File: src/rtl/core/quadratic_root_solver_assert.svh
// Assertion macros used by the quadratic root solver queue.
// Uses the clk_i and rst_ni names of the module that includes it.
`ifndef QUADRATIC_ROOT_SOLVER_ASSERT_SVH
`define QUADRATIC_ROOT_SOLVER_ASSERT_SVH

// Same-cycle implication, disabled while reset is asserted.
`define QRS_ASSERT_IMP(lbl, ante, cons, msg) \
  lbl: assert property (@(posedge clk_i) disable iff (!rst_ni) (ante) |-> (cons)) \
    else $error(msg);

// Next-cycle implication, disabled while reset is asserted.
`define QRS_ASSERT_NXT(lbl, ante, cons, msg) \
  lbl: assert property (@(posedge clk_i) disable iff (!rst_ni) (ante) |=> (cons)) \
    else $error(msg);

`endif

File: src/rtl/core/qrs_pkg.sv
// Package of the quadratic root solver: widths, codes, job types and the
// saturation function. Used by every module of the block.
`default_nettype none
package qrs_pkg;
  localparam int DATA_WIDTH = 32;
  localparam int FRAC_BITS  = 16;
  localparam int GUARD_BITS = FRAC_BITS;
  localparam int PROD_W     = 2 * DATA_WIDTH;
  localparam int DISC_W     = PROD_W + 2;
  localparam int SQ_STEPS   = (DISC_W + 2 * GUARD_BITS + 1) / 2;
  localparam int ROOT_W     = SQ_STEPS;
  localparam int REM_W      = ROOT_W + 1;
  localparam int X_W        = ((ROOT_W > DATA_WIDTH + FRAC_BITS) ? ROOT_W
                                : DATA_WIDTH + FRAC_BITS) + 2;
  localparam int Y_W        = DATA_WIDTH + 1;
  localparam int DIV_STEPS  = DATA_WIDTH;
  localparam int QDEPTH     = 2;
  localparam int IN_W       = 3 * DATA_WIDTH;
  localparam int IN_TDATA_W = ((IN_W + 7) / 8) * 8;
  localparam int OUT_W      = 4 * DATA_WIDTH + 2;
  localparam int OUT_TDATA_W = ((OUT_W + 7) / 8) * 8;
  localparam int OUT_TUSER_W = 3;

  localparam logic [1:0] ST_REAL    = 2'd0;
  localparam logic [1:0] ST_COMPLEX = 2'd1;
  localparam logic [1:0] ST_NO_REAL = 2'd2;
  localparam logic [1:0] ST_DEGEN   = 2'd3;

  typedef enum logic [2:0] {
    KIND_REAL, KIND_CPLX, KIND_NOREAL, KIND_DEGEN, KIND_LIN
  } kind_e;

  typedef logic [DATA_WIDTH-1:0] mag_t;

  typedef struct packed {
    kind_e             kind;
    mag_t              a_mag;
    logic              a_neg;
    mag_t              b_mag;
    logic              b_neg;
    mag_t              c_mag;
    logic              c_neg;
    logic [DISC_W-1:0] disc;
  } job_t;

  typedef struct packed {
    mag_t       first_real;
    mag_t       first_imag;
    mag_t       second_real;
    mag_t       second_imag;
    logic [1:0] root_count;
    logic [1:0] status;
    logic       saturated;
  } res_t;

  // Clips a quotient magnitude to the signed range and applies the sign.
  // The top bit of the result is the clip flag.
  function automatic logic [DATA_WIDTH:0] sat_apply(mag_t q, logic ovf, logic neg);
    mag_t lim;
    mag_t mag;
    logic clip;
    lim  = neg ? {1'b1, {(DATA_WIDTH-1){1'b0}}} : {1'b0, {(DATA_WIDTH-1){1'b1}}};
    clip = ovf || (q > lim);
    mag  = clip ? lim : q;
    return {clip, (neg ? (~mag + 1'b1) : mag)};
  endfunction
endpackage
`default_nettype wire

File: src/rtl/core/qrs_queue.sv
// Short queue of classified jobs between the front end and the back end.
// Depends on qrs_pkg and the assertion macro header.
`default_nettype none
`include "quadratic_root_solver_assert.svh"
module qrs_queue import qrs_pkg::*; (
  input  wire logic clk_i,
  input  wire logic rst_ni,
  input  wire logic push_valid_i,
  output logic      push_ready_o,
  input  wire job_t push_job_i,
  output logic      pop_valid_o,
  input  wire logic pop_ready_i,
  output job_t      pop_job_o
);
  localparam int PTR_W = (QDEPTH > 1) ? $clog2(QDEPTH) : 1;
  localparam int CNT_W = $clog2(QDEPTH + 1);

  job_t entry_q [QDEPTH];
  logic [PTR_W-1:0] wr_q, rd_q;
  logic [CNT_W-1:0] cnt_q;
  logic push, pop;

  assign push_ready_o = (cnt_q != CNT_W'(QDEPTH));
  assign pop_valid_o  = (cnt_q != '0);
  assign push         = push_valid_i && push_ready_o;
  assign pop          = pop_valid_o && pop_ready_i;
  assign pop_job_o    = entry_q[rd_q];

  always_ff @(posedge clk_i or negedge rst_ni) begin
    if (!rst_ni) begin
      wr_q  <= '0;
      rd_q  <= '0;
      cnt_q <= '0;
    end else begin
      if (push) wr_q <= (wr_q == PTR_W'(QDEPTH - 1)) ? '0 : wr_q + 1'b1;
      if (pop)  rd_q <= (rd_q == PTR_W'(QDEPTH - 1)) ? '0 : rd_q + 1'b1;
      if (push && !pop) cnt_q <= cnt_q + 1'b1;
      else if (pop && !push) cnt_q <= cnt_q - 1'b1;
    end
  end

  always_ff @(posedge clk_i) begin
    if (push) entry_q[wr_q] <= push_job_i;
  end

  `QRS_ASSERT_IMP(a_cnt_bound, 1'b1, cnt_q <= CNT_W'(QDEPTH), "queue count out of range")
  `QRS_ASSERT_NXT(a_cnt_dec, pop && !push, cnt_q == $past(cnt_q) - 1'b1, "queue pop lost")
  `QRS_ASSERT_NXT(a_cnt_inc, push && !pop, cnt_q == $past(cnt_q) + 1'b1, "queue push lost")
endmodule
`default_nettype wire

File: config.mk
export PLATFORM = sky130hd
export DESIGN_NAME = qrs_queue
export DESIGN_NICKNAME = d
export VERILOG_FILES = /design/src/rtl/core/qrs_pkg.sv /design/src/rtl/core/qrs_queue.sv
export VERILOG_INCLUDE_DIRS = /design/src /design/src/rtl/core
export SDC_FILE = /design/constraint.sdc
export NUM_CORES = 1
export LEC_CHECK = 0
export BUFFER_PORTS_ARGS = -buffer_cell sky130_fd_sc_hd__buf_4
export CAP_MARGIN = 20
export CORE_UTILIZATION = 45
export DETAILED_ROUTE_END_ITERATION = 12
export PLACE_DENSITY = 0.7
export REMOVE_ABC_BUFFERS = 1
export SLEW_MARGIN = 20
export SYNTH_ARGS = -nofsm -noshare
export SYNTH_HDL_FRONTEND = slang
export SYNTH_SLANG_ARGS = --single-unit
File: constraint.sdc
create_clock -name clk_i -period 15.1 [get_ports clk_i]
set_clock_uncertainty 0.1 [all_clocks]
set_input_delay 2.265 -clock clk_i [delete_from_list [all_inputs] [get_ports clk_i]]
set_output_delay 2.265 -clock clk_i [all_outputs]
set_load 0.02 [all_outputs]
==> flow_summary.toml <==
[logic_synthesis]
yosysSeqAreaShare_pct = 80.0
yosys.area_share.simple_pct = 0.265
synthAdderAreaFrac_pct = 0.0982
synth_top_family_by_area = "multiplexers"
synth_cell_type_count = 15
yosysWarnings = 0
synth_top_area_share_pct = 79.2
syn_inst = 541
synthTopCellsByArea = "edfxtp_1 (79%), mux2_4 (12%), mux2_2 (5.9%), buf_6 (1.2%), dfrtp_1 (0.79%)"
synth-seq-cells = 340
yosys.area.top_type = "edfxtp_1"
synth_compound_area_share_pct = 0
synth-xor-area-share_pct = 0.344
synth_area_per_cell_sq_um = 23.5
syn_area_sq_mm = 0.0127
synth_mux_area_share_pct = 17.8

[cts]
clock-sinks = 340
cts_hold_buffers = 0
cts_max_path_buffers = 3
clockRootBuffer = "clkbuf_16"
numCtsBuffers = 36
clk_latency_ns = 0.50
path_clk_slew_ns = 0.05
htreeDepth = 2
cts_tree = "done"
postCtsSetupBuffers = 0
cts_resized = 0

[final_layout]
multi_input_area_sq_mm = 0.00237
nets = 1080
fillerInstances = 2126
regArea_sq_mm = 0.0102
area_growth_pct = 31.4
antenna_cells = 0
drive_above_1_share_pct = 60.5

[flow_run]
max_cap_viol_count = 0

[place]
io_buffers = 341
hpwl_um = 15900
gp_congestion = 0.735

[sta]
fin_tns_setup_ns = 0
setup-violations-final = 0
hold_viol = 0
rsz0062_at_grt = "false"
fmax_ghz = 0.184
final_max_slew_viol_count = 0
hold_slack_ns = 0.408
fin_crit_sh_pct = 36.0
tightestPinTransition_ns = 1.07
slew_headroom_pct = 28.4
period_needed_ns = 5.44

[route]
wl_per_cell_um = 18.6
drc = 0
ant_nets = 0
drt_wl_total_um = 24300
num_vias = 6264
vias_per_cell = 4.80
drt-initial-drc-count = 288
drtPass1Iterations = 4

[grt]
grt_pass1_wl_um = 35100
first_global_vias = 6400
grt_max_degree = 76
antenna_found_initial = 0
track_usage_pct = 16.1
grt_overflow_total = 0

[setup_path]
r2r_slack_ns = 12.36
r2r_cells = 4
cp.arrival_ns = 3.07
crit_path_end_kind = "primary output"
worst-endpoint-required_ns = 12.73
critPathKind = "flop to primary output"
critPathLaunchType = "flop"
rr_startpoint = "cnt_q[0]"
r2r-end = "entry_q[0][32]"
crit_fanout = 62

[die]
ioPinCount = 342
start_util_pct = 45.8
core_sq_mm = 0.0278
die-area_sq_mm = 0.0290
die_y_um = 170
rows = 61
die_w_um = 170

[pwr]
ir_worst_vdd_v = 0.000189
swShare_pct = 30.7
leakagePower_nw = 6.50
p_sw_mw = 1.05
p_int_mw = 2.38
p_comb_share_pct = 35.8
pwr-share-clk_pct = 24.1
seqPwrFrac_pct = 40.1
power_density_mw_per_mm2 = 205

[min_path]
holdPathStages = 1
min_from = "cnt_q[1]"
min_to = "cnt_q[1]"
worst_hold_path_type = "flop to flop"

[outcome]
status = "complete, no violations"
## area by class of cell
| class | count | area share, % |
|---|---|---|
| Sequential cell | 340 | 60.9 |
| Timing Repair Buffer | 347 | 15.6 |
| Multi-Input combinational cell | 181 | 14.2 |
| Clock buffer | 49 | 5.80 |
| Tap cell | 378 | 2.83 |
| Clock inverter | 10 | 0.710 |
| Inverter | 1 | 0.0224 |
## critical path, cell delays in order (launching register included)
cell	delay (ns)
dfrtp_4	0.93
buf_4	0.89
mux2_2	0.43
buf_4	0.16
## cell usage after synthesis
cell      number
and3_1         1
buf_2          5
buf_6         14
dfrtp_1        4
edfxtp_1     336
ha_1           1
inv_1          1
mux2_2        67
mux2_4       101
nand2_1        2
nand2b_1       1
nor2_1         2
or2_2          1
xnor2_1        3
xor2_1         2
## logic make-up after synthesis
group | after synthesis
flops | 340
mux | 168
buf+inv | 20
simple gates | 7
xor+xnor | 5
fa+ha+maj | 1
## cell usage in the layout (no fill, tap or decap), drive strengths merged, types with 2 or more instances in the layout
cell / Yosys / layout
dfrtp: 4 / 4
mux2: 168 / 168
buf: 19 / 347
xnor2: 3 / 3
nand2: 2 / 2
clkinv: 0 / 7
xor2: 2 / 2
bufinv: 0 / 3
nor2: 2 / 2
edfxtp: 336 / 336
clkbuf: 0 / 49
## worst max path at each step
| stage | start | to |
|---|---|---|
| 2_1_floorplan | push_valid_i | entry_q[0][0] |
| 3_3_place_gp | rd_q | pop_job_o[20] |
| 3_5_place_dp | rd_q | pop_job_o[155] |
| 6_report | rd_q | pop_job_o[13] |
| 5_1_grt | rd_q | pop_job_o[13] |
| 4_1_cts | rd_q | pop_job_o[13] |
## power by group through the flow
stage          Clock [mW]  Sequential, mW  Combinational [mW]
4_1_cts             0.849            1.38                1.25
5_1_grt             0.879            1.39                1.30
3_5_place_dp            0            1.40                1.24
6_report            0.827            1.37                1.23
2_1_floorplan           0            1.48               0.821
3_3_place_gp            0            1.39                1.23
## routing by layer
layer  track usage, %  up-vias  share of wire, %
li1                 -     2876                 -
met1             19.2     3092                39
met2             26.9      246                49
met3             5.65       50               9.4
met4             5.95        0               2.6
met5                0        -                 0
## registers in the layout, indices dropped and copies added (netlist names)
| name | cells |
|---|---|
| cnt_q | 2 |
| wr_q | 1 |
| rd_q | 1 |
| entry_q | 336 |
## metrics by stage
step	util (%)	instances	cell area [sq um]	setup WS [ns]	total power, mW
6_report	60.3	1306	16700	9.66	3.43
5_1_grt	60.3	1306	16700	9.52	3.57
4_1_cts	60.3	1306	16700	9.65	3.47
3_5_place_dp	56.3	1247	15600	10.20	2.64
3_3_place_gp	56.3	1247	15600	10.22	2.62
2_1_floorplan	-	522	12600	4.97	2.30
No activity file was read; power rests on OpenSTA's default activity.
